`config.mk`:
```
export PLATFORM = sky130hd
export DESIGN_NAME = cvci_apb
export DESIGN_NICKNAME = d
export VERILOG_FILES = /design/src/sv/assert_macros.svh /design/src/sv/cvci_pkg.sv /design/src/sv/cvci_apb.sv
export SDC_FILE = /design/constraint.sdc
export NUM_CORES = 1
export LEC_CHECK = 0
export BUFFER_PORTS_ARGS = -buffer_cell sky130_fd_sc_hd__buf_2
export CORE_AREA = 3 3 62 64
export DETAILED_ROUTE_END_ITERATION = 16
export DIE_AREA = 0 0 65 67
export GPL_TIMING_DRIVEN = 1
export PLACE_DENSITY_LB_ADDON = 0.15
export REMOVE_ABC_BUFFERS = 1
export SLEW_MARGIN = 0
export SYNTH_ARGS = -nofsm -noshare
export SYNTH_HDL_FRONTEND = slang
export SYNTH_SLANG_ARGS = --single-unit
```
`constraint.sdc`:
```
create_clock -name i_clk -period 2.28 [get_ports i_clk]
set_input_delay 0.228 -clock i_clk [delete_from_list [all_inputs] [get_ports i_clk]]
set_output_delay 0.228 -clock i_clk [all_outputs]
set_load 0.02 [all_outputs]
```
`src/sv/assert_macros.svh`:
```
// Assertion macros shared by the RTL
`ifndef ASSERT_MACROS_SVH
`define ASSERT_MACROS_SVH

// Clocked check, masked while reset is held
`define ASSERT_RST(label, prop, msg) \
    label: assert property (@(posedge i_clk) disable iff (!i_rst_n) prop) else $error(msg);

// Clocked check that also holds during reset
`define ASSERT_ALWAYS(label, prop, msg) \
    label: assert property (@(posedge i_clk) prop) else $error(msg);

`endif

```
`src/sv/cvci_pkg.sv`:
```
// Package: widths, lookup table, codes and helpers for the capacity lookup
`timescale 1ns / 1ps
package cvci_pkg;

    localparam int PACK_W = 21;
    localparam int CELLS_W = 8;
    localparam int CAP_W = 16;
    localparam int STAT_W = 2;
    localparam int CELL_W = 13;

    localparam int DIV_BITS_PER_STAGE = 3;
    localparam int DIV_STAGES = PACK_W / DIV_BITS_PER_STAGE;

    localparam int TABLE_STORED = 15;
    localparam int TABLE_ENTRIES_DEF = 15;
    localparam int IDX_W = $clog2(TABLE_STORED);

    localparam logic [CELL_W-1:0] TBL_MV [TABLE_STORED] = '{
        13'd2800, 13'd2900, 13'd3000, 13'd3100, 13'd3200, 13'd3300, 13'd3400, 13'd3500,
        13'd3600, 13'd3700, 13'd3800, 13'd3900, 13'd4000, 13'd4100, 13'd4200
    };
    localparam logic [CAP_W-1:0] TBL_MAH [TABLE_STORED] = '{
        16'd50000, 16'd49600, 16'd48000, 16'd47000, 16'd45000, 16'd43400, 16'd40400,
        16'd36000, 16'd32000, 16'd25400, 16'd18200, 16'd14200, 16'd8000, 16'd3600, 16'd0
    };

    // table points are evenly spaced
    localparam int SPAN_MV = 100;
    localparam int OFF_W = $clog2(SPAN_MV);
    localparam int MAG_W = OFF_W + CAP_W;

    // divide by SPAN_MV as multiply by reciprocal, exact for MAG_W-bit operands
    localparam int RECIP_SHIFT = 30;
    localparam int RECIP_W = 24;
    localparam longint RECIP_L = ((64'd1 << RECIP_SHIFT) + SPAN_MV - 1) / SPAN_MV;
    localparam logic [RECIP_W-1:0] RECIP = RECIP_W'(RECIP_L);

    localparam logic [STAT_W-1:0] ST_BELOW = 2'd0;
    localparam logic [STAT_W-1:0] ST_INSIDE = 2'd1;
    localparam logic [STAT_W-1:0] ST_ABOVE = 2'd2;

    localparam int APB_AW = 3;
    localparam int APB_DW = 32;
    localparam logic REG_CELLS = 1'b0;
    localparam logic REG_RATED = 1'b1;

    localparam logic [CELLS_W-1:0] CELLS_RST = 8'd1;
    localparam logic [CAP_W-1:0] RATED_RST = 16'd50000;

    typedef struct packed {
        logic [CELLS_W-1:0] divisor;
        logic [CAP_W-1:0]   rated;
    } t_cfg;

    typedef struct packed {
        logic [CELLS_W-1:0] rem;
        logic [PACK_W-1:0]  dq;
    } t_div_st;

    // restoring division, DIV_BITS_PER_STAGE quotient bits
    function automatic t_div_st div_step(t_div_st s, logic [CELLS_W-1:0] d);
        t_div_st         r;
        logic [CELLS_W:0] t;
        r = s;
        for (int k = 0; k < DIV_BITS_PER_STAGE; k++) begin
            t = {r.rem, r.dq[PACK_W-1]};
            if (t >= {1'b0, d}) begin
                r.rem = CELLS_W'(t - {1'b0, d});
                r.dq  = {r.dq[PACK_W-2:0], 1'b1};
            end else begin
                r.rem = t[CELLS_W-1:0];
                r.dq  = {r.dq[PACK_W-2:0], 1'b0};
            end
        end
        return r;
    endfunction

endpackage

```
`src/sv/cvci_apb.sv`:
```
// APB configuration registers
`timescale 1ns / 1ps
module cvci_apb import cvci_pkg::*; (
    input  logic              i_clk,
    input  logic              i_rst_n,
    input  logic              psel,
    input  logic              penable,
    input  logic              pwrite,
    input  logic [APB_AW-1:0] paddr,
    input  logic [APB_DW-1:0] pwdata,
    output logic [APB_DW-1:0] prdata,
    output logic              pready,
    output t_cfg              o_cfg
);

    logic [CELLS_W-1:0] r_cells;
    logic [CAP_W-1:0]   r_rated;
    logic               w_wr;

    assign pready = 1'b1;
    assign w_wr = psel && penable && pwrite;

    always_ff @(posedge i_clk) begin
        if (!i_rst_n) begin
            r_cells <= CELLS_RST;
            r_rated <= RATED_RST;
        end else if (w_wr) begin
            unique case (paddr[2])
                REG_CELLS: r_cells <= pwdata[CELLS_W-1:0];
                REG_RATED: r_rated <= pwdata[CAP_W-1:0];
                default: ;
            endcase
        end
    end

    always_comb begin
        unique case (paddr[2])
            REG_CELLS: prdata = APB_DW'(r_cells);
            REG_RATED: prdata = APB_DW'(r_rated);
            default:   prdata = '0;
        endcase
    end

    // zero cells divides as one
    assign o_cfg.divisor = (r_cells == '0) ? CELLS_W'(1) : r_cells;
    assign o_cfg.rated = r_rated;

endmodule

```
==> results of run 1 <==
flip-flops by register name, summed over array words and instances, names as in the netlist:
register  cells
r_rated      16
r_cells       8
worst max-delay path, delay by kind of cell, from the launching register on:
| family | cells | cell delay, ns |
|---|---|---|
| buffers and inverters | 1 | 0.16 |
| AOI/OAI and AO/OA | 1 | 0.17 |
| and+or+nand+nor | 1 | 0.32 |
| DFF | 1 | 0.36 |
worst max path at each step:
stage | start | to | slack (ns)
finish | r_cells[3] | o_cfg[16] | 0.73
global route | r_cells[3] | o_cfg[16] | 0.60
CTS | r_cells[3] | o_cfg[16] | 0.69
detailed placement | paddr[2] | r_cells[0] | 0.79
global placement | paddr[2] | r_cells[1] | 0.82
floorplan | r_cells[3] | o_cfg[16] | 1.17
power by group through the flow:
stage               registers, mW  clock network, mW  logic (mW)
floorplan                   0.455                  0      0.0797
global placement            0.444                  0       0.145
detailed placement          0.445                  0       0.147
CTS                         0.436              0.192       0.148
global route                0.437              0.209       0.159
finish                      0.435              0.179       0.146
layout make-up:
class	count	area, µm²	area share [%]
clock buffer	3	22.52	1.457
multi-input combinational	105	679.4	43.97
sequential	24	480.5	31.09
tap	46	57.56	3.725
timing repair buffer	61	305.3	19.76
cell usage after synthesis:
master                     number
sky130_fd_sc_hd__mux2i_1       24
sky130_fd_sc_hd__nor3_1         1
sky130_fd_sc_hd__buf_12         1
sky130_fd_sc_hd__a21o_1         1
sky130_fd_sc_hd__nor4_1         1
sky130_fd_sc_hd__and2_1         8
sky130_fd_sc_hd__buf_6          1
sky130_fd_sc_hd__dfxtp_1       24
sky130_fd_sc_hd__mux2_2         8
sky130_fd_sc_hd__buf_4         17
sky130_fd_sc_hd__and4_4         1
sky130_fd_sc_hd__buf_2          3
sky130_fd_sc_hd__nand2_1       29
sky130_fd_sc_hd__clkbuf_1      11
sky130_fd_sc_hd__conb_1         2
sky130_fd_sc_hd__buf_8          1
sky130_fd_sc_hd__nand4b_1       1
sky130_fd_sc_hd__nor2b_1       14
cells in the final DEF, fill, tap and decap left out, drive strengths merged:
cell type	count
and4	1
dfxtp	24
mux2	8
and2	8
mux2i	24
buf	61
nor3	1
conb	17
nand4b	1
nand2	29
nor4	1
nor2b	14
a21o	1
clkbuf	3
metal layers:
| layer | vias to the layer above | global-route usage, % |
|---|---|---|
| met5 | - | 0 |
| met4 | 0 | 6.332 |
| met3 | 2 | 2.530 |
| met2 | 53 | 22.35 |
| met1 | 449 | 13.41 |
| li1 | 523 | - |
cells by family (layout without fill, tap and decap cells):
| family | after synthesis | after routing | share of synthesized area (%) |
|---|---|---|---|
| AND/OR/NAND/NOR | 55 | 55 | 20.83 |
| multiplexers | 32 | 32 | 24.77 |
| flip-flops | 24 | 24 | 36.02 |
| AO/OA/AOI/OAI | 1 | 1 | 0.5631 |
| other | 2 | 17 | 0.5631 |
| buffers and inverters | 34 | 64 | 17.26 |
per-stage QoR:
step | power, mW | setup slack [ns] | hold slack [ns]
after floorplan | 0.5348 | 1.168 | 0.3668
after global placement | 0.5895 | 0.8165 | 0.4494
after detailed placement | 0.5921 | 0.7878 | 0.4597
after CTS | 0.7751 | 0.6909 | 0.1374
after global routing | 0.8056 | 0.6007 | 0.1459
final | 0.7606 | 0.7335 | 0.1499
==> run summary, run 1 <==
The initial antenna violation count is 0. TritonCTS built the clock tree. The instance count along the most critical hold path came out at 3. Detailed placement finished with a half-perimeter wire length of 1971 µm. The via count of the routed design came out at 1027. In this run the critical register-to-register path is launched from r_cells[2].

For the pin with the worst max-slew slack, the measured transition is 0.6363 ns. The overall overflow remaining after global route is 0. The count of clock tree sinks is 24. Detailed routing placed a total of 274 µm of wire on met3. Summing the sequential cell areas from Yosys gives 36.02% of the chip area. In this run the worst path has a maximum fanout of 4. Leaving out filler cells and counting taps, the final layout contains 239. The number of nets in the layout came out at 235.

The final critical path time including I/O delays and setup is 1.546 ns. The worst setup path category is reg2out. The required time of the worst setup path is 2.05 ns. Across all register-to-register paths, the minimum setup slack is 1.60 ns. The number of global-route vias before repair is 945. The post-CTS setup buffer count came out at 0. After detailed placement, the total cell area comes to 1523 µm². The analysis attributes to net switching a power of 0.2182 mW. The number of gates given a new drive strength after cts came out at 0.

The cell area after synthesis is 1334 µm². The number of DRC violations after detailed-routing iteration 0 came out at 10. The worst setup path is launched from a register. In this run the remaining antenna-violating nets after routing total 0.

The area of all placed cells without fillers is 1545 µm². The vertical extent of the die is 67 µm. The hold violation total from the final report is 0.

The number of cells on the worst reg-to-reg path is 2. At the end of routability-driven placement, the weighted congestion stood at 0.6017. The count of pins over their slew limit came to 0. The max-capacitance violation count is 0. The data arrival time at the worst-slack endpoint came out at 1.32 ns.

The area enclosed by the die boundary is 4355 µm². Of the available clock period, the critical path in the final layout requires 67.83%. The number of detailed-routing iterations run before antenna repair came out at 4. The initial cell density of the core came out at 39.97%. Derived from the worst setup path, the maximum achievable clock frequency is 646.6 MHz. After detailed routing, the number of vias per cell comes to 4.297.

The static leakage is 0.7756 nW. The number of antenna repair diodes is 0. The top-area cell type share of the netlist area is 36.02%. CTS built an H-tree with a depth of 1.

The fraction of power consumed by sequential logic came out at 57.2%. The final wirelength came out at 2672 µm. The die is 65 µm wide.

The later pin in the worst-skew pair is clocked with a latency of 0.30 ns. The post-route netlist has 37.82% of its cells at a drive strength greater than 1. The warning count from the yosys run is 0.

Per report_power, the clock group accounts for 23.5% of the total. In this run the tightest slew margin relative to its limit is 57.58%. The core area is 3337 µm².

The clock skew came out at 0 ns. The boundary pin count came out at 97. The number of buffers added by the clock tree synthesis step is 3. The cell count after synthesis came out at 148.

On the critical path, the stage with the largest delay is an instance of sky130_fd_sc_hd__dfxtp_1. The length of routed wiring on met1 came out at 1151 µm. The run finished with clean final reports. The number of remaining DRC errors is 0.

The highest metal layer carrying signal wires in the routed design is met4. The fraction of the core area covered by cells at the end of the flow came out at 46.31%. The cell type with the highest aggregate area in the netlist is sky130_fd_sc_hd__dfxtp_1. The register clock-pin slew on the reported worst setup and hold paths came out at 0.12 ns. The combinational group share of total power came out at 19.2%.

The cell at the root of the clock tree is sky130_fd_sc_hd__clkbuf_4. The aggregate global-route resource usage is 12.31%. The worst setup path is captured at an output pin. The number of cells after detailed placement came out at 236. The switching portion of total power is 28.68%. The filler cells instantiated in the layout total 354.

After detailed routing, the average wire length per cell comes to 11.18 µm. The class of the worst hold path is in2reg. The growth of design area from synthesis to finish came out at 15.85%.

The final-report setup violation count came out at 0. The accumulated negative setup slack came out at 0 ns. The worst hold path terminates at r_rated[11]. The critical path goes through nor4_1 > a21o_1 > buf_2. The worst flop-to-flop path endpoint is r_cells[2]. The row count came out at 21. The largest net degree at the start of global routing is 44. The worst hold path begins at pwdata[11]. Yosys attributes the largest share of cell area to sky130_fd_sc_hd__dfxtp_1, sky130_fd_sc_hd__mux2i_1, sky130_fd_sc_hd__buf_4. The largest single stage delay on the critical path is 0.36 ns. The first global-routing pass estimated 4140 µm of wire.

The number of different library cells in the post-synthesis netlist came out at 18. The internal power is 0.5425 mW. Setup repair after global routing left no endpoint under its margin.

The maximum number of buffers from clock root to sink came out at 2. The routed design uses 1228 µm of met2 wire. For this design the ratio of total power to cell area is 492.2 nW/µm². The average footprint of a synthesized cell is 9.012 µm².

The count of state elements after synthesis came out at 24. The count of port buffers added during placement is 61. The maximum ir drop on the vdd rail came out at 0.0002091 V. For this design, the CTS-stage hold fixing added 0 buffers.
Note: power is estimated with default switching activity, not from simulation.
==> run 2, diff against run 1 <==
--- a/config.mk
+++ b/config.mk
@@ -5,6 +5,7 @@
 export SDC_FILE = /design/constraint.sdc
 export NUM_CORES = 1
 export LEC_CHECK = 0
+export ABC_AREA = 1
 export BUFFER_PORTS_ARGS = -buffer_cell sky130_fd_sc_hd__buf_2
 export CORE_AREA = 3 3 62 64
 export DETAILED_ROUTE_END_ITERATION = 16
==> constraint.sdc (replaced) <==
create_clock -name i_clk -period 1.5 [get_ports i_clk]
set_input_delay 0.15 -clock i_clk [delete_from_list [all_inputs] [get_ports i_clk]]
set_output_delay 0.15 -clock i_clk [all_outputs]
set_load 0.02 [all_outputs]
==> run summary, run 2 <==
After the flow finishes, the layout carries non-filler instances totaling 308. The hold violation total from the final report came out at 0. The maximum ir drop on the vdd rail came out at 0.0004685 V.

The core area came out at 3337 µm². The first global-routing pass estimated 4836 µm of wire. The count of pins over their slew limit is 0.

For this design the ratio of total power to cell area is 880.7 nW/µm². The largest fanout of any net on the critical path is 3. The netlist uses 16 different library cells. Counting flops per register, the top entry is r_rated. The overall power is 1.436 mW. The final-report setup violation count is 0. The post-route clock period utilization is 94.46%. The count of port buffers added during placement is 61. The count of state elements after synthesis came out at 24.

The top cell types in the final layout, fill and taps aside, are sky130_fd_sc_hd__buf_2, sky130_fd_sc_hd__nand2_1, sky130_fd_sc_hd__nor2_1. Entering global routing, the biggest net connects 25 pins. Counting I/O delays and the setup requirement, the final critical path takes 1.417 ns. The row count is 21.

The clock skew is 0 ns. For this run, the share of the core covered by cells in the final layout is 48.86%. The number of gates given a new drive strength after cts came out at 0. In this run the worst hold path is classified as in2reg.

The cell count after synthesis came out at 210. The required time of the worst setup path came out at 1.35 ns. The vertical extent of the die came out at 67 µm. The instance area after placement came out at 1578 µm². The final wirelength is 3112 µm. The routed length on met2 is 1284 µm.

After synthesis the cells add up to 1334 µm². The number of antenna repair diodes came out at 0. For this design, the CTS-stage hold fixing added 0 buffers. For flop-to-flop paths, the worst setup slack is 0.90 ns. The most used flip-flop cell after synthesis is sky130_fd_sc_hd__dfxtp_1. The kind of launch point of the worst setup path is a register.

Detailed placement ended at an HPWL of 2341 µm. The count of nets left with antenna violations once routing finished came out at 0. The data arrival time at the worst-slack endpoint came out at 1.27 ns. The post-CTS setup buffer count is 0. In the final routed layout, each cell accounts on average for 10.10 µm.

The area of all placed cells without fillers is 1630 µm². The pre-antenna-repair detailed-routing pass consisted of 4 iterations. The detailed router put a total of 1483 µm of wire on met1. Summed over all cells, the static leakage comes to 0.9492 nW.

By count the netlist is led by sky130_fd_sc_hd__nand2_1, sky130_fd_sc_hd__nor2_1, sky130_fd_sc_hd__inv_1. The share of layout cells above drive strength 1 is 28.24%. CTS built an H-tree with a depth of 1. The number of flip-flops in the largest register came out at 16. The via count of the routed design came out at 1297. Yosys mapped a number of flops with a built-in enable equal to 0.

The die width came out at 65 µm. The sum of met3 wire segment lengths after detailed routing came out at 308 µm. TritonCTS built the clock tree.

The initial cell density of the core is 39.97%. The fraction of registers with async set or reset after synthesis came out at 0%. The weighted congestion reported at the end of routability-driven placement came out at 0.7162. The warning count from the yosys run came out at 0.

The count of clock tree sinks came out at 24. By area the synthesized netlist is led by sky130_fd_sc_hd__dfxtp_1, sky130_fd_sc_hd__nand2_1, sky130_fd_sc_hd__buf_4. The growth of design area from synthesis to finish came out at 22.23%. Setup repair after global routing left no endpoint under its margin. The boundary pin count is 97. The ratio of routed vias to standard cells is 4.211.

Among all cell types in the netlist, the one instantiated most often is sky130_fd_sc_hd__nand2_1. Summed over all instances, the cell type with the most area after synthesis is sky130_fd_sc_hd__dfxtp_1. In the final layout, the registers with the most flip-flops are r_rated: 16 flops, r_cells: 8 flops.

The proportion of synthesized chip area in sequential cells is 36.02%. The number of buffers added by the clock tree synthesis step is 3. The number of remaining DRC errors is 0.

Across the run, the number of max-cap violations was 0. The register clock-pin slew on the reported worst setup and hold paths came out at 0.14 ns. The run finished with clean final reports. The worst setup path is captured at an output pin. Based on the critical path, the design can be clocked at up to 705.8 MHz. The accumulated negative setup slack is 0 ns. The clock insertion delay at the later pin of the skew report came out at 0.32 ns.

The average footprint of a synthesized cell came out at 6.351 µm². The aggregate global-route resource usage is 14.33%. The clock passes through at most 2 buffers. The initial antenna violation count was 0. For this run, the post-layout net count is 303. The library cell used most frequently in the layout, excluding fill and tap cells, is sky130_fd_sc_hd__buf_2. After the first detailed-routing iteration, the DRC count stood at 78.

The number of cells after detailed placement came out at 304. Clock tree synthesis selected as its root buffer the cell sky130_fd_sc_hd__clkbuf_4. The area enclosed by the die boundary is 4355 µm². The number of global-route vias before repair is 990. The topmost layer with routed signal wires is met4. The top-area cell type share of the netlist area came out at 36.02%. The overall overflow remaining after global route is 0. The critical path is of the reg2out type.
run 2: worst max-delay path, stage by stage, from the launching register on:
cell and delay, ns:
sky130_fd_sc_hd__dfxtp_1 0.35, sky130_fd_sc_hd__inv_1 0.08, sky130_fd_sc_hd__nand3_1 0.09, sky130_fd_sc_hd__o21ai_0 0.22
sky130_fd_sc_hd__buf_2 0.21
run 2: final cells by class:
type	count	area, µm²
multi-input cells	139	591.8
clock inverters	1	30.03
inverters	30	112.6
repair buffers	65	335.3
flip-flops and latches	24	480.5
well taps	46	57.56
clock buffers	3	22.52
fillers	383	1707
run 2: worst paths after layout:
path	startpoint	endpoint	cells past startpoint
hold / removal	pwdata[9]	r_rated[9]	3
setup / recovery	r_cells[5]	o_cfg[16]	4
hold reg to reg	r_rated[9]	r_rated[9]	2
setup reg to reg	r_cells[0]	r_cells[0]	2
run 2: cell families (layout without fill, tap and decap cells):
group | after synthesis | count (layout) | share of synthesized area [%]
AOI/OAI and AO/OA | 10 | 10 | 3.752
buffers and inverters | 62 | 99 | 23.83
DFF | 24 | 24 | 36.02
other | 2 | 17 | 0.5631
and+or+nand+nor | 112 | 112 | 35.84
run 2: per-stage QoR:
step / hold WS, ns / setup slack (ns)
6_report: 0.02869 / 0.08311
5_1_grt: 0.01072 / 0.007096
2_1_floorplan: 0.2347 / 0.3334
3_5_place_dp: 0.3665 / 0.3477
3_3_place_gp: 0.3680 / 0.3623
4_1_cts: 0.01758 / 0.08449
run 2: where the power goes:
part	internal [mW]	switching, mW	total (mW)
registers	0.660	0.0151	0.675
logic	0.0894	0.199	0.288
clock network	0.270	0.202	0.472
run 2: layer usage:
metal | vias to the layer above | track usage (%)
li1 | 691 | -
met1 | 544 | 20.30
met2 | 57 | 21.07
met3 | 5 | 3.373
met4 | 0 | 4.749
met5 | - | 0
